### config.mk
export PLATFORM = sky130hd
export DESIGN_NAME = percent_decoder_unit
export DESIGN_NICKNAME = d
export VERILOG_FILES = /design/src/rtl/pctdec_pkg.sv /design/src/rtl/pctdec_front.sv /design/src/rtl/pctdec_queue.sv /design/src/rtl/pctdec_back.sv /design/src/rtl/percent_decoder_unit.sv
export SDC_FILE = /design/constraint.sdc
export NUM_CORES = 1
export LEC_CHECK = 0
export ABC_AREA = 1
export BUFFER_PORTS_ARGS = -buffer_cell sky130_fd_sc_hd__clkbuf_2
export CORE_MARGIN = 1.5
export CORE_UTILIZATION = 60
export CTS_BUF_LIST = sky130_fd_sc_hd__clkbuf_16
export DETAILED_ROUTE_END_ITERATION = 10
export GPL_ROUTABILITY_DRIVEN = 1
export HOLD_SLACK_MARGIN = 0.15
export PLACE_DENSITY = 0.78
export SYNTH_ARGS = -nofsm -noshare
export SYNTH_HDL_FRONTEND = slang
export SYNTH_HIERARCHICAL = 1
export SYNTH_SLANG_ARGS = --single-unit
### constraint.sdc
create_clock -name clk -period 4.9 [get_ports clk]
set_clock_uncertainty 0.2 [all_clocks]
set_input_delay 0 -clock clk [delete_from_list [all_inputs] [get_ports clk]]
set_output_delay 0 -clock clk [all_outputs]
set_load 0.02 [all_outputs]
### src/rtl/pctdec_pkg.sv
// ---------------------------------------------------------------------------
// pctdec_pkg: shared types and constants for the percent decoder
// Holds the character codes, the command beat that travels from the front
// end to the back end, the escape state type and the hex digit decoder.
// ---------------------------------------------------------------------------
package pctdec_pkg;

    // Character codes used by the escape parser.
    localparam logic [7:0] CH_PERCENT = 8'h25;
    localparam logic [7:0] CH_DIG_0   = 8'h30;
    localparam logic [7:0] CH_DIG_9   = 8'h39;
    localparam logic [7:0] CH_UPPER_A = 8'h41;
    localparam logic [7:0] CH_UPPER_F = 8'h46;
    localparam logic [7:0] CH_LOWER_A = 8'h61;
    localparam logic [7:0] CH_LOWER_F = 8'h66;
    localparam logic [7:0] HEX_ALPHA_BASE = 8'd10;

    // Command queue between front and back end.
    localparam int QUEUE_DEPTH = 4;
    localparam int QUEUE_PTR_W = $clog2(QUEUE_DEPTH);
    localparam int QUEUE_CNT_W = $clog2(QUEUE_DEPTH + 1);

    // Escape parser state.
    typedef enum logic [1:0] {
        PH_IDLE,
        PH_PCT,
        PH_HIGH
    } phase_t;

    // What the back end has to do with a command beat.
    typedef enum logic [1:0] {
        OP_PASS,
        OP_DECODE,
        OP_ERROR
    } op_t;

    typedef struct packed {
        op_t        op;
        logic [7:0] data;
        logic [3:0] hi_nibble;
        logic [3:0] lo_nibble;
        logic       last;
    } cmd_t;

    typedef struct packed {
        logic       valid;
        logic [3:0] value;
    } hex_t;

    // Classify one byte as a hex digit (either case) and give its value.
    function automatic hex_t hex_decode(input logic [7:0] c);
        hex_t       r;
        logic [7:0] d;
        r.valid = 1'b1;
        d       = 8'd0;
        if (c inside {[CH_UPPER_A:CH_UPPER_F]})
        begin
            d = c - CH_UPPER_A + HEX_ALPHA_BASE;
        end
        else if (c inside {[CH_LOWER_A:CH_LOWER_F]})
        begin
            d = c - CH_LOWER_A + HEX_ALPHA_BASE;
        end
        else if (c inside {[CH_DIG_0:CH_DIG_9]})
        begin
            d = c - CH_DIG_0;
        end
        else
        begin
            r.valid = 1'b0;
        end
        r.value = d[3:0];
        return r;
    endfunction

endpackage

### src/rtl/pctdec_front.sv
// ---------------------------------------------------------------------------
// pctdec_front: escape parser of the percent decoder
// Takes one input beat per cycle while accept is high, tracks the percent escape and the discard
// state, and writes one command beat per result into the command queue.
// ---------------------------------------------------------------------------
module pctdec_front (
    input  logic                clk,
    input  logic                rst_n,
    input  logic                accept,
    input  logic [7:0]          in_byte,
    input  logic                end_of_string,
    output logic                wr_en,
    output pctdec_pkg::cmd_t    wr_cmd
);

    pctdec_pkg::phase_t phase_reg;
    pctdec_pkg::phase_t phase_next;
    logic [3:0]         high_nibble_reg;
    logic [3:0]         high_nibble_next;
    logic               discard_reg;
    logic               discard_next;
    pctdec_pkg::hex_t   hex;

    // Decode the incoming byte as a hex digit.
    assign hex = pctdec_pkg::hex_decode(in_byte);

    // State registers.
    always_ff @(posedge clk or negedge rst_n)
    begin
        if (!rst_n)
        begin
            phase_reg       <= pctdec_pkg::PH_IDLE;
            high_nibble_reg <= 4'd0;
            discard_reg     <= 1'b0;
        end
        else
        begin
            phase_reg       <= phase_next;
            high_nibble_reg <= high_nibble_next;
            discard_reg     <= discard_next;
        end
    end

    // Next state and command generation.
    always_comb
    begin
        logic fail;
        fail             = 1'b0;
        phase_next       = phase_reg;
        high_nibble_next = high_nibble_reg;
        discard_next     = discard_reg;
        wr_en            = 1'b0;
        wr_cmd.op        = pctdec_pkg::OP_PASS;
        wr_cmd.data      = in_byte;
        wr_cmd.hi_nibble = 4'd0;
        wr_cmd.lo_nibble = 4'd0;
        wr_cmd.last      = end_of_string;

        if (accept)
        begin
            if (discard_reg)
            begin
                // Drop bytes until the end of the broken string.
                if (end_of_string)
                begin
                    discard_next = 1'b0;
                end
            end
            else
            begin
                case (phase_reg)
                    pctdec_pkg::PH_PCT:
                    begin
                        if (!hex.valid || end_of_string)
                        begin
                            fail = 1'b1;
                        end
                        else
                        begin
                            high_nibble_next = hex.value;
                            phase_next       = pctdec_pkg::PH_HIGH;
                        end
                    end
                    pctdec_pkg::PH_HIGH:
                    begin
                        if (!hex.valid)
                        begin
                            fail = 1'b1;
                        end
                        else
                        begin
                            wr_en            = 1'b1;
                            wr_cmd.op        = pctdec_pkg::OP_DECODE;
                            wr_cmd.hi_nibble = high_nibble_reg;
                            wr_cmd.lo_nibble = hex.value;
                            phase_next       = pctdec_pkg::PH_IDLE;
                            high_nibble_next = 4'd0;
                        end
                    end
                    default:
                    begin
                        phase_next = pctdec_pkg::PH_IDLE;
                        if (in_byte == pctdec_pkg::CH_PERCENT)
                        begin
                            if (end_of_string)
                            begin
                                fail = 1'b1;
                            end
                            else
                            begin
                                phase_next = pctdec_pkg::PH_PCT;
                            end
                        end
                        else
                        begin
                            wr_en = 1'b1;
                        end
                    end
                endcase

                // A bad digit or a cut-off escape ends the string with an error.
                if (fail)
                begin
                    wr_en            = 1'b1;
                    wr_cmd.op        = pctdec_pkg::OP_ERROR;
                    wr_cmd.data      = 8'd0;
                    wr_cmd.last      = 1'b1;
                    phase_next       = pctdec_pkg::PH_IDLE;
                    high_nibble_next = 4'd0;
                    discard_next     = !end_of_string;
                end
            end
        end
    end

    // An error result always closes the string.
    assert property (@(posedge clk) disable iff (!rst_n)
        (wr_en && wr_cmd.op == pctdec_pkg::OP_ERROR) |-> wr_cmd.last)
        else $error("error command without last flag");

    // An error on a byte that is not final starts discarding.
    assert property (@(posedge clk) disable iff (!rst_n)
        (wr_en && wr_cmd.op == pctdec_pkg::OP_ERROR && !end_of_string) |=> discard_reg)
        else $error("discard not entered after error");

    // While discarding, no escape is pending and nothing is written.
    assert property (@(posedge clk) disable iff (!rst_n)
        discard_reg |-> (phase_reg == pctdec_pkg::PH_IDLE && !wr_en))
        else $error("activity while discarding");

endmodule

### src/rtl/pctdec_queue.sv
// ---------------------------------------------------------------------------
// pctdec_queue: command queue between front and back end
// A short register queue that lets the parser keep taking bytes while the
// result side stalls.
// ---------------------------------------------------------------------------
module pctdec_queue (
    input  logic                clk,
    input  logic                rst_n,
    input  logic                wr_en,
    input  pctdec_pkg::cmd_t    wr_cmd,
    output logic                full,
    input  logic                rd_en,
    output logic                rd_valid,
    output pctdec_pkg::cmd_t    rd_cmd
);

    localparam logic [pctdec_pkg::QUEUE_PTR_W-1:0] PTR_LAST =
        pctdec_pkg::QUEUE_PTR_W'(pctdec_pkg::QUEUE_DEPTH - 1);
    localparam logic [pctdec_pkg::QUEUE_CNT_W-1:0] CNT_FULL =
        pctdec_pkg::QUEUE_CNT_W'(pctdec_pkg::QUEUE_DEPTH);

    pctdec_pkg::cmd_t                     slot_reg [pctdec_pkg::QUEUE_DEPTH];
    logic [pctdec_pkg::QUEUE_PTR_W-1:0]   wr_ptr_reg;
    logic [pctdec_pkg::QUEUE_PTR_W-1:0]   rd_ptr_reg;
    logic [pctdec_pkg::QUEUE_CNT_W-1:0]   count_reg;
    logic [pctdec_pkg::QUEUE_CNT_W-1:0]   count_next;
    logic                                 do_wr;
    logic                                 do_rd;

    assign full     = (count_reg == CNT_FULL);
    assign rd_valid = (count_reg != '0);
    assign rd_cmd   = slot_reg[rd_ptr_reg];
    assign do_wr    = wr_en && !full;
    assign do_rd    = rd_en && rd_valid;

    // Occupancy follows the writes and reads of this cycle.
    always_comb
    begin
        count_next = count_reg;
        if (do_wr && !do_rd)
        begin
            count_next = count_reg + 1'b1;
        end
        else if (do_rd && !do_wr)
        begin
            count_next = count_reg - 1'b1;
        end
    end

    // Pointers and occupancy.
    always_ff @(posedge clk or negedge rst_n)
    begin
        if (!rst_n)
        begin
            wr_ptr_reg <= '0;
            rd_ptr_reg <= '0;
            count_reg  <= '0;
        end
        else
        begin
            count_reg <= count_next;
            if (do_wr)
            begin
                wr_ptr_reg <= (wr_ptr_reg == PTR_LAST) ? '0 : wr_ptr_reg + 1'b1;
            end
            if (do_rd)
            begin
                rd_ptr_reg <= (rd_ptr_reg == PTR_LAST) ? '0 : rd_ptr_reg + 1'b1;
            end
        end
    end

    // Storage slots hold payload only.
    always_ff @(posedge clk)
    begin
        if (do_wr)
        begin
            slot_reg[wr_ptr_reg] <= wr_cmd;
        end
    end

    // Occupancy never passes the queue depth.
    assert property (@(posedge clk) disable iff (!rst_n)
        count_reg <= CNT_FULL)
        else $error("queue occupancy out of range");

    // A write into a full queue would lose a command.
    assert property (@(posedge clk) disable iff (!rst_n)
        wr_en |-> !full)
        else $error("command written into full queue");

endmodule

### src/rtl/pctdec_back.sv
// ---------------------------------------------------------------------------
// pctdec_back: result stage of the percent decoder
// Pulls command beats from the queue, forms the result byte and holds it in
// an output register until the consumer pops it.
// ---------------------------------------------------------------------------
module pctdec_back (
    input  logic                clk,
    input  logic                rst_n,
    input  logic                rd_valid,
    input  pctdec_pkg::cmd_t    rd_cmd,
    output logic                rd_en,
    output logic                empty,
    input  logic                pop,
    output logic [7:0]          out_byte,
    output logic                is_last,
    output logic                decode_error
);

    logic       out_valid_reg;
    logic [7:0] out_byte_reg;
    logic [7:0] out_byte_next;
    logic       is_last_reg;
    logic       error_reg;
    logic       load;

    // Take a new command when the output register is free or being popped.
    assign load  = rd_valid && (!out_valid_reg || pop);
    assign rd_en = load;
    assign empty = !out_valid_reg;

    // Form the result byte from the command.
    always_comb
    begin
        case (rd_cmd.op)
            pctdec_pkg::OP_PASS:   out_byte_next = rd_cmd.data;
            pctdec_pkg::OP_DECODE: out_byte_next = {rd_cmd.hi_nibble, rd_cmd.lo_nibble};
            default:               out_byte_next = 8'd0;
        endcase
    end

    // Output valid flag.
    always_ff @(posedge clk or negedge rst_n)
    begin
        if (!rst_n)
        begin
            out_valid_reg <= 1'b0;
        end
        else if (load)
        begin
            out_valid_reg <= 1'b1;
        end
        else if (pop)
        begin
            out_valid_reg <= 1'b0;
        end
    end

    // Output payload.
    always_ff @(posedge clk)
    begin
        if (load)
        begin
            out_byte_reg <= out_byte_next;
            is_last_reg  <= rd_cmd.last;
            error_reg    <= (rd_cmd.op == pctdec_pkg::OP_ERROR);
        end
    end

    assign out_byte     = out_byte_reg;
    assign is_last      = is_last_reg;
    assign decode_error = error_reg;

    // An error result carries a zero byte and closes the string.
    assert property (@(posedge clk) disable iff (!rst_n)
        (out_valid_reg && error_reg) |-> (out_byte_reg == 8'd0 && is_last_reg))
        else $error("malformed error result");

endmodule

### src/rtl/percent_decoder_unit.sv
// ---------------------------------------------------------------------------
// percent_decoder_unit: URL percent decoder, one byte per cycle while not full
// A result beat is written into the queue at the edge that accepts its last
// input beat, and is loaded into the output register once that register is
// free or being popped; the parser itself is combinational.
// Throughput: one input beat per cycle while the queue is not full; the
// four-entry queue absorbs output stalls.
// Reset: asynchronous, active low; no escape pending, not discarding, empty.
// ---------------------------------------------------------------------------
module percent_decoder_unit (
    input  logic       clk,
    input  logic       rst_n,
    input  logic [7:0] in_byte,
    input  logic       end_of_string,
    input  logic       push,
    output logic       full,
    output logic [7:0] out_byte,
    output logic       is_last,
    output logic       decode_error,
    output logic       empty,
    input  logic       pop
);

    logic             accept;
    logic             wr_en;
    pctdec_pkg::cmd_t wr_cmd;
    logic             rd_en;
    logic             rd_valid;
    pctdec_pkg::cmd_t rd_cmd;

    // An input beat is taken whenever the queue has room.
    assign accept = push && !full;

    pctdec_front u_front (
        .clk           (clk),
        .rst_n         (rst_n),
        .accept        (accept),
        .in_byte       (in_byte),
        .end_of_string (end_of_string),
        .wr_en         (wr_en),
        .wr_cmd        (wr_cmd)
    );

    pctdec_queue u_queue (
        .clk      (clk),
        .rst_n    (rst_n),
        .wr_en    (wr_en),
        .wr_cmd   (wr_cmd),
        .full     (full),
        .rd_en    (rd_en),
        .rd_valid (rd_valid),
        .rd_cmd   (rd_cmd)
    );

    pctdec_back u_back (
        .clk          (clk),
        .rst_n        (rst_n),
        .rd_valid     (rd_valid),
        .rd_cmd       (rd_cmd),
        .rd_en        (rd_en),
        .empty        (empty),
        .pop          (pop),
        .out_byte     (out_byte),
        .is_last      (is_last),
        .decode_error (decode_error)
    );

endmodule
# Word-level counts from Yosys, hierarchy flattened
# Memories as Yosys holds them, arrays and structs flattened.
# Index checks and enable logic that the tools add are counted.
dict set report totals {
  reg_bits 25
  ramBits 76
  in_bits 13
  word_cells 110
  mem_count 1
}
# name words word_bits rd rd_ports_with_merged_regs write_ports line
set mem_list {}
lappend mem_list {u_queue.slot_reg 4 19 1 0 1 pctdec_queue.sv:22} ;# pctdec_pkg::cmd_t slot_reg [pctdec_pkg::QUEUE_DEPTH];
dict set report op_classes {
  add_sub_neg 9
  magnitude_cmp 6
  n_eq_ne 10
  mux 49
  bitwise_logic 1
  reduce_logical 24
}
# cell n
set op_table {}
lappend op_table {{$mux W19} 2}
lappend op_table {{$mux W1} 24}
lappend op_table {{$mux W4} 6}
lappend op_table {{$ge A8 B7 Y1 const B} 2}
lappend op_table {{$le A8 B7 Y1 const B} 2}
lappend op_table {{$mux W8} 2}
lappend op_table {{$pmux W8 S2} 1}
lappend op_table {{$mux W2} 7}
lappend op_table {{$sub A4 B1 Y4 const B} 3}
lappend op_table {{$mux W10} 1}
lappend op_table {{$logic_and A1 B1 Y1} 9}
lappend op_table {{$add A4 B4 Y4 const B} 2}
lappend op_table {{$eq A2 B2 Y1 const B} 4}
lappend op_table {{$eq A8 B6 Y1 const B} 1}
lappend op_table {{$ge A8 B6 Y1 const B} 1}
lappend op_table {{$le A8 B6 Y1 const B} 1}
lappend op_table {{$pmux W4 S2} 1}
lappend op_table {{$logic_not A1 Y1} 6}
lappend op_table {{$mux W3} 2}
lappend op_table {{$reduce_bool A3 Y1} 2}
lappend op_table {{$reduce_and A5 Y1} 1}
lappend op_table {{$add A2 B1 Y2 const B} 2}
lappend op_table {{$eq A2 B1 Y1 const B} 2}
lappend op_table {{$pmux W1 S2} 2}
lappend op_table {{11 further kinds} 13}

# Longest topological paths before layout
# Gate-level depths: netlist of the first run.
dict set report logic_depth {
  depth_word 19
  ltp_mapped 20
  depth_no_buf 20
}

# Modules after synthesis
# Netlist of the first run, hierarchy kept.
# module instances cells_each area_per_inst_um2 seq_area_each_um2
set by_module_without_submodules {}
lappend by_module_without_submodules {pctdec_queue 1 281 3589.7 2457.4}
lappend by_module_without_submodules {pctdec_front 1 144 875.8 175.2}
lappend by_module_without_submodules {pctdec_back 1 44 484.2 325.3}
lappend by_module_without_submodules {percent_decoder_unit 1 2 10.0 0.0}

# Worst setup path before layout of the first run
# No wires, ideal clock.
dict set report synth_path {
  path_kind {flip-flop to flip-flop}
  start {register u_queue/count_reg[0] in the netlist's numbering}
  end {memory u_queue/slot_reg[0][0] in the netlist's numbering (enable)}
  setup_ps 395
  arrival_ps 2259
  setup_slack_ps 2047
  path_stages_with_launch 9
  n_path_buf 0
  path_cell_list {dfrtp_1 -> inv_2 -> nand3_1 -> inv_1 -> nor2_2 -> nand2_1 -> a41oi_1 -> nand2_1 -> nor2_1}
}
dict set report synth_via {
  elab_chain_cells 7
}
# item line
set synth_rtl {}
lappend synth_rtl {{start: declaration} pctdec_queue.sv:25} ;# logic [pctdec_pkg::QUEUE_CNT_W-1:0] count_reg;
lappend synth_rtl {{start signal: assignment} pctdec_queue.sv:61} ;# count_reg <= count_next;
lappend synth_rtl {{$eq A3 B3 Y1} pctdec_queue.sv:30} ;# assign full = (count_reg == CNT_FULL);
lappend synth_rtl {{named net full} percent_decoder_unit.sv:16} ;# output logic full,
lappend synth_rtl {{$logic_not A1 Y1} percent_decoder_unit.sv:32} ;# assign accept = push && !full;
lappend synth_rtl {{$logic_and A1 B1 Y1} percent_decoder_unit.sv:32}
lappend synth_rtl {{named net accept} percent_decoder_unit.sv:24} ;# logic accept;
lappend synth_rtl {{$mux W1} pctdec_front.sv:59} ;# if (accept)
lappend synth_rtl {{named net wr_en} percent_decoder_unit.sv:25} ;# logic wr_en;
lappend synth_rtl {{$logic_and A1 B1 Y1} pctdec_queue.sv:33} ;# assign do_wr = wr_en && !full;
lappend synth_rtl {{$mux W1} pctdec_queue.sv:76} ;# if (do_wr)
lappend synth_rtl {{$mux W1 (not written as such)} pctdec_queue.sv:78} ;# slot_reg[wr_ptr_reg] <= wr_cmd;
lappend synth_rtl {{end: declaration} pctdec_queue.sv:22}
# The timed path passes the listed nets, and every way through them passes these cells.

# Worst setup path in the final report of the first run
dict set report layout_path {
  start {input port in_byte[1]}
  end {register u_front.phase_reg[0]}
}
dict set report layout_via {
  elab_chain_cells 13
}
# item line
set layout_rtl {}
lappend layout_rtl {{start: declaration} percent_decoder_unit.sv:13} ;# input logic [7:0] in_byte,
lappend layout_rtl {{$ge A8 B6 Y1 / $le A8 B6 Y1 (equally long branches)} pctdec_pkg.sv:64} ;# else if (c inside {[CH_DIG_0:CH_DIG_9]})
lappend layout_rtl {{$logic_and A1 B1 Y1} pctdec_pkg.sv:64}
lappend layout_rtl {{$mux W1} pctdec_pkg.sv:64}
lappend layout_rtl {{$mux W1} pctdec_pkg.sv:60} ;# else if (c inside {[CH_LOWER_A:CH_LOWER_F]})
lappend layout_rtl {{$mux W1} pctdec_pkg.sv:56} ;# if (c inside {[CH_UPPER_A:CH_UPPER_F]})
lappend layout_rtl {{$logic_not A1 Y1} pctdec_front.sv:74} ;# if (!hex.valid || end_of_string)
lappend layout_rtl {{$logic_or A1 B1 Y1} pctdec_front.sv:74}
lappend layout_rtl {{$mux W1} pctdec_front.sv:74}
lappend layout_rtl {{$pmux W1 S2} pctdec_front.sv:71} ;# case (phase_reg)
lappend layout_rtl {{$mux W1} pctdec_front.sv:61} ;# if (discard_reg)
lappend layout_rtl {{$mux W1} pctdec_front.sv:59}
lappend layout_rtl {{$ne A3 B1 Y1 (no line) / $ne A3 B3 Y1 (equally long branches)} --}
lappend layout_rtl {{$reduce_and A4 Y1 (no line)} --}
lappend layout_rtl {{end signal: assignment} pctdec_front.sv:32} ;# phase_reg <= pctdec_pkg::PH_IDLE;
lappend layout_rtl {{end signal: assignment} pctdec_front.sv:38} ;# phase_reg <= phase_next;
lappend layout_rtl {{end: declaration} pctdec_front.sv:16} ;# pctdec_pkg::phase_t phase_reg;
# Parallel ways exist; a longest one is shown, timed or not. The select of a mux whose other input is x is not followed.
# A chain may end at the register's enable or synchronous reset.

==> results.toml, run 1 <==
[place]
postPlaceCellArea_um2 = 5140
place_congestion = 0.913
pre_cts_ws_ns = 2.01
dp_hpwl_um = 5990
io_buffers = 24
placed_cells = 591

[yosys]
yosysMostFrequentCell = "nand2_1"
synth_ff_type = "edfxtp_1"
synthDistinctLibCells = 33
yosysTopAreaCellShare_pct = 52.1
syn_inst = 471
synth_seq_area_share_pct = 59.6
synthTopCellsByCount = "130 x nand2_1, 86 x edfxtp_1, 83 x inv_1"
synthesis.area_um2 = 4960
synth_edf_count = 86
ys_top_cells_by_area = "edfxtp_1 52%, nand2_1 9.8%, dfrtp_1 7.6%"
yosysWarnings = 6
ys_ff_latch = 101
syn_avg_cell_area_um2 = 10.5
synth_async_sr_flop_share_pct = 14.9
synthesis.nets = 497
yosysTopAreaCell = "edfxtp_1"

[route]
wl_per_cell_um = 14.7
dr_total_vias = 3308
route.detailed.drc = 0
dr.pass1.iters = 4
ant_nets = 0
drt_iter0_drc = 234
vias_per_cell = 5.28
finalWirelength_um = 9200

[global_routing]
grt.total_usage_pct = 23.0
antenna_found_initial = 0
grt_pass1_wl_um = 15200
grt_start_max_net_pins = 49
grt_pass1_vias = 3204
overflow = 0

[sta]
rsz0062_at_grt = "false"
setup_viol = 0
fin_crit_ns = 3.80
worst_pin_slew_ns = 0.679
hold_viol_final = 0
max_freq_mhz = 263
maxSlewHeadroom_pct = 54.6
fin_crit_sh_pct = 77.5
maxSlewViolCount = 0
tns_ns = 0
fin_ws_ns = 1.10

[layout]
nets = 545
largest_reg_flops = 76
syn_to_final_growth_pct = 13.6
diodes = 0
final_area_um2 = 5640
final_cells = 626
drive_gt1_share_pct = 16.8

[clocking]
cts.sinks = 101
postCtsHoldBufs = 19
path_clk_slew_ns = 0.07
cts.path.max_buffers = 2
cts_root_buf = "clkbuf_16"
htree_levels = 3
clk_latency_ns = 0.34
post-cts-setup-buffer-count = 0
cts_made_buffers = 9
cts_tree = "yes"
cts_repair_resize_count = 0

[setup_path]
critPathMaxStageDelay_ns = 0.59
worstPathArrival_ns = 3.88
crit_cells = 14
r2r.worst_path.cells = 13
critPathLaunchType = "input port"
path_cells = "dlygate4sd3_1, clkbuf_2, inv_1, ha_1, inv_1, nor3_1, dlygate4sd3_1, nand2_1, dlygate4sd3_1, nor3_1, nand2_1, dlygate4sd3_1, o21ai_1, dlygate4sd3_1"
path_buf_inv = 8
crit_slowest_cell = "dlygate4sd3_1"
required_ns = 4.98
crit_path_frequent_cell = "dlygate4sd3_1"
cp_max_fo = 6
cp-end-kind = "flip-flop"
worstSetupPathType = "input port to flip-flop"
crit_family = "buffers and inverters"

[floorplanning]
die_area_um2 = 8820
die_h_um = 93.9
rows = 32
initial_core_util_pct = 63.2
die_width_um = 93.9
core_area_um2 = 7850
num_io_pins = 25

[outcome]
status = "complete, no violations"

[job]
drv_cap = 0

[worst_hold_path]
hold_class = "input port to flip-flop"
hold_depth = 3

[power_and_ir_drop]
finalPower_uw = 3080
p_leak_uw = 0.00250
irDropWorstVdd_mv = 0.234
power_density_nw_per_um2 = 547
==> layout make-up <==
type                       instances  area (um^2)
inverter                          91          342
clock buffer                       9          225
multi-input combinational        266         1540
fill                             545         2210
timing repair buffer              50          363
sequential                       101         2960
tap                              102          128
clock inverter                     7         81.3
==> cell usage in the layout, fill, tap and decap left out <==
| master | n |
|---|---|
| buf_4 | 7 |
| a41oi_1 | 1 |
| inv_2 | 8 |
| fa_1 | 1 |
| or2_1 | 2 |
| nand4_1 | 3 |
| clkinvlp_4 | 3 |
| edfxtp_1 | 86 |
| o211ai_2 | 19 |
| nand3_4 | 3 |
| nand2_1 | 130 |
| a22oi_1 | 1 |
| nand2_2 | 2 |
| xnor2_1 | 1 |
| nor2_8 | 1 |
| clkbuf_2 | 24 |
| ha_1 | 12 |
| clkbuf_16 | 9 |
| o211ai_1 | 20 |
| inv_8 | 1 |
| inv_1 | 83 |
| dlygate4sd3_1 | 19 |
| o22ai_1 | 1 |
| dfrtp_2 | 1 |
| dfrtp_1 | 14 |
| nand3_1 | 24 |
| o21ai_0 | 5 |
| nor2_1 | 28 |
| nor2_2 | 2 |
| nor2_4 | 1 |
| inv_6 | 2 |
| nand2_4 | 3 |
| nand4_2 | 1 |
| bufinv_16 | 1 |
| o21ai_1 | 3 |
| nor3_1 | 2 |
==> metrics by stage <==
step / hold WS, ns / util [%]
finish: 0.249 / 71.8
global route: 0.285 / 71.8
CTS: 0.210 / 71.8
detailed placement: -0.260 / 65.5
global placement: -0.269 / 65.5
floorplan: -0.496 / -
==> power by group <==
part / switching (uW) / total (uW) / internal, uW
clock: 314 / 717 / 403
sequential: 117 / 1310 / 1190
combinational: 714 / 1060 / 346
total: 1150 / 3080 / 1940
==> path summary, 6_finish.rpt <==
kind,to,startpoint,slack (ns)
setup / recovery,u_front/phase_reg[0],in_byte[1],1.10
min in group asynchronous,u_front/phase_reg[0],rst_n,0.56
hold / removal,u_back/out_valid_reg,pop,0.25
max in group asynchronous,u_queue/rd_ptr_reg[0],rst_n,3.47
hold reg to reg,u_front/high_nibble_reg[1],u_front/high_nibble_reg[1],0.28
setup reg to reg,u_queue/count_reg[2],u_front/phase_reg[0],1.98
==> tightest hold or removal path, cell delays in order <==
cell and delay, ns:
dlygate4sd3_1 0.55, clkbuf_2 0.11, o21ai_0 0.08
==> metal layers <==
layer | routed length, um | global-route usage (%) | part of all wire, %
met5 | 0 | 0 | 0
met4 | 161 | 10.3 | 1.8
met3 | 345 | 3.96 | 3.8
met2 | 4430 | 37.6 | 48
met1 | 4270 | 30.4 | 46
==> cell families (layout without fill, tap and decap cells) <==
| kind of cell | Yosys count | after routing | synth area share (%) |
|---|---|---|---|
| adder cells (fa/ha/maj) | 13 | 13 | 3.43 |
| AND/OR/NAND/NOR | 202 | 202 | 18.3 |
| buffers and inverters | 104 | 157 | 9.33 |
| flip-flops | 101 | 101 | 59.6 |
| XOR/XNOR | 1 | 1 | 0.177 |
| AO/OA/AOI/OAI | 50 | 50 | 9.08 |
Power figures use the tool's default switching activity.
==> inputs of run 2 (changes only) <==
--- a/config.mk
+++ b/config.mk
@@ -5,7 +5,7 @@
 export SDC_FILE = /design/constraint.sdc
 export NUM_CORES = 1
 export LEC_CHECK = 0
-export ABC_AREA = 1
+export ABC_AREA = 0
 export BUFFER_PORTS_ARGS = -buffer_cell sky130_fd_sc_hd__clkbuf_2
 export CORE_MARGIN = 1.5
 export CORE_UTILIZATION = 60
@@ -13,7 +13,7 @@
 export DETAILED_ROUTE_END_ITERATION = 10
 export GPL_ROUTABILITY_DRIVEN = 1
 export HOLD_SLACK_MARGIN = 0.15
-export PLACE_DENSITY = 0.78
+export PLACE_DENSITY = 0.79
 export SYNTH_ARGS = -nofsm -noshare
 export SYNTH_HDL_FRONTEND = slang
 export SYNTH_HIERARCHICAL = 1
==> constraint.sdc (replaced) <==
create_clock -name clk -period 3.9 [get_ports clk]
set_clock_uncertainty 0.2 [all_clocks]
set_input_delay 0 -clock clk [delete_from_list [all_inputs] [get_ports clk]]
set_output_delay 0 -clock clk [all_outputs]
set_load 0.02 [all_outputs]
==> results.toml, run 2 <==
[outcome]
status = "complete, no violations"

[floorplanning]
die_area_um2 = 8020
rows = 31
initial_core_util_pct = 62.0
core_area_um2 = 7250
die_width_um = 89.5
num_io_pins = 25
die_h_um = 89.5

[job]
drv_cap = 0

[yosys]
synth_edf_count = 86
synthTopCellsByCount = "86 x edfxtp_1, 20 x nor2_1, 19 x mux4_2"
yosysTopAreaCell = "edfxtp_1"
ys_top_cells_by_area = "edfxtp_1 57%, mux4_2 9.5%, dfrtp_1 8.4%"
synthesis.area_um2 = 4490
synthDistinctLibCells = 53
syn_avg_cell_area_um2 = 17.2
syn_inst = 261
synth_seq_area_share_pct = 65.8
yosysMostFrequentCell = "edfxtp_1"
synth_async_sr_flop_share_pct = 14.9
synth_ff_type = "edfxtp_1"
yosysTopAreaCellShare_pct = 57.5
yosysWarnings = 6
synthesis.nets = 287
ys_ff_latch = 101

[route]
route.detailed.drc = 0
vias_per_cell = 5.78
ant_nets = 0
dr.pass1.iters = 4
drt_iter0_drc = 148
wl_per_cell_um = 19.3
dr_total_vias = 2427
finalWirelength_um = 8100

[sta]
tns_ns = 0
fin_crit_ns = 3.45
max_freq_mhz = 290
worst_pin_slew_ns = 0.755
maxSlewHeadroom_pct = 49.5
hold_viol_final = 0
rsz0062_at_grt = "false"
setup_viol = 0
fin_ws_ns = 0.448
maxSlewViolCount = 0
fin_crit_sh_pct = 88.5

[clocking]
cts_root_buf = "clkbuf_16"
htree_levels = 3
cts.path.max_buffers = 2
path_clk_slew_ns = 0.07
cts.sinks = 101
cts_repair_resize_count = 0
cts_made_buffers = 9
cts_tree = "yes"
clk_latency_ns = 0.33

[power_and_ir_drop]
irDropWorstVdd_mv = 0.311
p_sw_share_pct = 30.0
p_seq_share_pct = 45.3
power_density_nw_per_um2 = 685
p_clk_share_pct = 24.4
p_int_uw = 2510
p_leak_uw = 0.00193
comb_power_share_pct = 30.4
power_switching_uw = 1080
finalPower_uw = 3590

[setup_path]
r2r.worst_path.cells = 12
r2r-start = "u_front/phase_reg[0]"
worstPathArrival_ns = 3.51
critPathLaunchType = "input port"
cp-end-kind = "flip-flop"
r2r-end = "u_queue/count_reg[1]"
required_ns = 3.96
reg2reg_slack_ns = 0.74
cp_max_fo = 7
worstSetupPathType = "input port to flip-flop"

[worst_hold_path]
min_to = "u_back/out_valid_reg"
min_from = "pop"
hold_class = "input port to flip-flop"
hold_depth = 4

[place]
postPlaceCellArea_um2 = 4700
pre_cts_ws_ns = 0.484
dp_hpwl_um = 5150
place_congestion = 0.847
io_buffers = 24

[layout]
syn_to_final_growth_pct = 16.6
layout_commonest_cell = "edfxtp_1"
layout_common_cells = "86 x edfxtp_1, 24 x clkbuf_2, 22 x dlygate4sd3_1"
finalCoreUtilization_pct = 72.2
final_area_um2 = 5240
drive_gt1_share_pct = 27.7
nets = 342
largest_reg_flops = 76
diodes = 0

[global_routing]
grt.total_usage_pct = 22.9
grt_pass1_vias = 2462
antenna_found_initial = 0
overflow = 0
grt_pass1_wl_um = 12900
grt_start_max_net_pins = 20
## run 2: cell count changes in the layout (fill, tap and decap cells not counted), moves of 8 or more
| cell | before | now |
|---|---|---|
| nand2_1 | 130 | 3 |
| o211ai_2 | 19 | 0 |
| inv_1 | 83 | 10 |
| o211ai_1 | 20 | 0 |
| inv_2 | 8 | 0 |
| nor2_1 | 28 | 20 |
| a21oi_1 | 0 | 9 |
| nand3_1 | 24 | 4 |
| mux2i_1 | 0 | 8 |
| mux4_2 | 0 | 19 |
| and2_1 | 0 | 11 |
## run 2: cells by family after synthesis
logic type                 count (synthesis)  synth area share (%)
DFF                                      101                  65.8
adders and majority gates                 13                  3.79
buffers and inverters                     18                  2.23
AOI/OAI and AO/OA                         27                  4.90
xor gates and xnor gates                   4                 0.780
muxes                                     32                  12.9
and+or+nand+nor                           66                  9.61
## run 2: stage by stage
stage / cells / hold WS [ns]
6_report: 420 / 0.303
3_3_place_gp: 379 / -0.255
3_5_place_dp: 379 / -0.251
5_1_grt: 420 / 0.333
4_1_cts: 417 / 0.285
2_1_floorplan: 261 / -0.496
## run 2: worst max-delay path by stage
stage          cells after the start            startpoint                    to  slack [ns]
3_5_place_dp                      16            in_byte[1]  u_queue/count_reg[2]        0.48
2_1_floorplan                     13  u_front/phase_reg[0]  u_queue/count_reg[1]        0.84
5_1_grt                           17            in_byte[1]  u_queue/count_reg[2]        0.16
4_1_cts                           17            in_byte[1]  u_queue/count_reg[2]        0.30
6_report                          17            in_byte[1]  u_queue/count_reg[2]        0.45
3_3_place_gp                      16            in_byte[1]  u_queue/count_reg[2]        0.60
## run 2: worst max-delay path, stage by stage
cell and delay, ns:
dlygate4sd3_1 0.53, clkbuf_2 0.18, inv_1 0.09, ha_1 0.21, or3b_1 0.37, o2111ai_2 0.14
o21bai_4 0.15, o31ai_4 0.28, a21oi_1 0.07, nor2_1 0.09, nor2b_2 0.30, ha_1 0.23
inv_1 0.06, fa_1 0.38, xor2_1 0.17, nor2_1 0.11, xor2_1 0.15
## run 2: layout make-up
cell class	count	area [um^2]
tap	99	124
inverter	10	37.5
timing repair buffer	52	385
fill	445	2010
sequential	101	2960
multi-input combinational	142	1440
clock inverter	7	73.8
clock buffer	9	225
## run 2: power groups by stage
stage | Combinational, uW | Clock, uW | Sequential, uW
after global routing | 1190 | 931 | 1650
after global placement | 1050 | 0 | 1630
after detailed placement | 1080 | 0 | 1650
final | 1090 | 875 | 1620
after CTS | 1100 | 890 | 1630
after floorplan | 808 | 0 | 1660
## run 2: repair_timing
action,CTS,global route
hold buffers,22,0
endpoints found under the hold margin,71,0
buffers inserted,0,3
setup endpoints to repair,0,1
## run 2: metal layers
metal	up-vias	routed length, um	track usage, %
met5	-	0	0
met4	0	142	8.25
met3	14	258	4.71
met2	56	4180	37.7
met1	1237	3520	30.7
li1	1120	-	-
==> inputs of run 3 (changes only) <==
--- a/config.mk
+++ b/config.mk
@@ -8,12 +8,12 @@
 export ABC_AREA = 0
 export BUFFER_PORTS_ARGS = -buffer_cell sky130_fd_sc_hd__clkbuf_2
 export CORE_MARGIN = 1.5
-export CORE_UTILIZATION = 60
+export CORE_UTILIZATION = 55
 export CTS_BUF_LIST = sky130_fd_sc_hd__clkbuf_16
 export DETAILED_ROUTE_END_ITERATION = 10
 export GPL_ROUTABILITY_DRIVEN = 1
 export HOLD_SLACK_MARGIN = 0.15
-export PLACE_DENSITY = 0.79
+export PLACE_DENSITY = 0.73
 export SYNTH_ARGS = -nofsm -noshare
 export SYNTH_HDL_FRONTEND = slang
 export SYNTH_HIERARCHICAL = 1
==> results.toml, run 3 (synthesis gave the netlist of run 2 again) <==
[outcome]
status = "complete, no violations"

[sta]
setup_viol = 0
fin_ws_ns = 0.267
worst_pin_slew_ns = 0.741
tns_ns = 0
max_freq_mhz = 275
maxSlewViolCount = 0
hold_viol_final = 0
rsz0062_at_grt = "false"
fin_crit_ns = 3.63
maxSlewHeadroom_pct = 50.4
fin_hold_ws_ns = 0.302
fin_crit_sh_pct = 93.2

[place]
io_buffers = 24
dp_hpwl_um = 5040
pre_cts_ws_ns = 0.510
placed_cells = 381
place_congestion = 0.877

[layout]
final.fill_count = 546
final_cells = 422
largest_reg_flops = 76
drive_gt1_share_pct = 26.6
multi_input_area_um2 = 1440
layout_common_cells = "86 x edfxtp_1, 25 x dlygate4sd3_1, 24 x clkbuf_2"
layout_commonest_cell = "edfxtp_1"
nets = 341
syn_to_final_growth_pct = 16.1
diodes = 0
final-seq-area_um2 = 2960

[setup_path]
r2r-start = "u_front/phase_reg[0]"
cp-end-kind = "flip-flop"
cp_max_fo = 8
worstPathArrival_ns = 3.69
r2r.worst_path.cells = 14
reg2reg_slack_ns = 0.67
worstSetupPathType = "input port to flip-flop"
required_ns = 3.96
r2r-end = "u_queue/count_reg[2]"
critPathLaunchType = "input port"

[route]
dr_total_vias = 2352
finalWirelength_um = 7860
route.detailed.drc = 0
wl_per_cell_um = 18.6
drt_iter0_drc = 108
ant_nets = 0
vias_per_cell = 5.57
dr.pass1.iters = 4

[global_routing]
grt_start_max_net_pins = 20
overflow = 0
grt_pass1_vias = 2463
grt_pass1_wl_um = 12700
grt.total_usage_pct = 20.0
antenna_found_initial = 0

[worst_hold_path]
hold_depth = 4
hold_class = "input port to flip-flop"
min_to = "u_back/out_valid_reg"
min_from = "pop"

[floorplanning]
rows = 32
die_h_um = 93.4
die_width_um = 93.4
num_io_pins = 25
initial_core_util_pct = 57.6
die_area_um2 = 8720
core_area_um2 = 7810

[power_and_ir_drop]
irDropWorstVdd_mv = 0.307
p_leak_uw = 0.00192
finalPower_uw = 3500
power_density_nw_per_um2 = 671

[clocking]
clk_latency_ns = 0.33
cts.path.max_buffers = 2
cts_made_buffers = 9
cts_tree = "yes"
cts_repair_resize_count = 0
htree_levels = 3
cts_root_buf = "clkbuf_16"
cts.sinks = 101
post-cts-setup-buffer-count = 0
path_clk_slew_ns = 0.07

[job]
drv_cap = 0
==> run 3: power by group <==
| part | leakage [uW] | internal [uW] | switching, uW |
|---|---|---|---|
| registers | 0.000960 | 1500 | 127 |
| logic | 0.000823 | 507 | 552 |
| clock network | 0.000141 | 437 | 383 |
==> run 3: metrics by stage <==
| step | area (um^2) | util, % |
|---|---|---|
| after global routing | 5220 | 66.9 |
| after global placement | 4690 | 60.1 |
| after detailed placement | 4690 | 60.1 |
| after floorplan | 4490 | - |
| final | 5220 | 66.9 |
| after CTS | 5220 | 66.9 |
==> run 3: worst max-delay path, stage by stage <==
cell	delay, ns
dlygate4sd3_1	0.53
clkbuf_2	0.18
inv_1	0.10
ha_1	0.22
or3b_1	0.39
o2111ai_2	0.15
o21bai_4	0.15
o31ai_4	0.41
a21oi_1	0.07
nor2_1	0.09
nor2b_2	0.30
ha_1	0.24
inv_1	0.06
fa_1	0.38
xor2_1	0.17
nor2_1	0.11
xor2_1	0.15
==> run 3: timing repair <==
item,CTS,global route
setup endpoints to repair,0,1
hold buffers,25,0
hold endpoints to repair,67,0
==> run 3: metal layers <==
| layer | GRT usage, % | up-vias | part of all wire (%) |
|---|---|---|---|
| li1 | - | 1112 | - |
| met1 | 28.0 | 1190 | 46 |
| met2 | 32.3 | 45 | 51 |
| met3 | 3.41 | 5 | 2.5 |
| met4 | 6.06 | 0 | 0.94 |
| met5 | 0 | - | 0 |
==> run 3: worst max path at each step <==
| stage | start | endpoint | slack [ns] | depth (start not counted) |
|---|---|---|---|---|
| after floorplan | u_front/phase_reg[0] | u_queue/count_reg[1] | 0.84 | 13 |
| after global placement | in_byte[1] | u_queue/count_reg[2] | 0.58 | 16 |
| after detailed placement | in_byte[1] | u_queue/count_reg[2] | 0.51 | 16 |
| after CTS | in_byte[1] | u_queue/count_reg[2] | 0.31 | 17 |
| after global routing | in_byte[1] | u_queue/count_reg[2] | 0.04 | 17 |
| final | in_byte[1] | u_queue/count_reg[2] | 0.27 | 17 |
==> run 3: final cells by class <==
type                            count  share of cell area (%)
Clock buffer                        9                    4.31
Multi-Input combinational cell    142                    27.5
Tap cell                          102                    2.44
Inverter                           10                   0.719
Sequential cell                   101                    56.7
Clock inverter                      7                   0.959
Timing Repair Buffer               51                    7.38
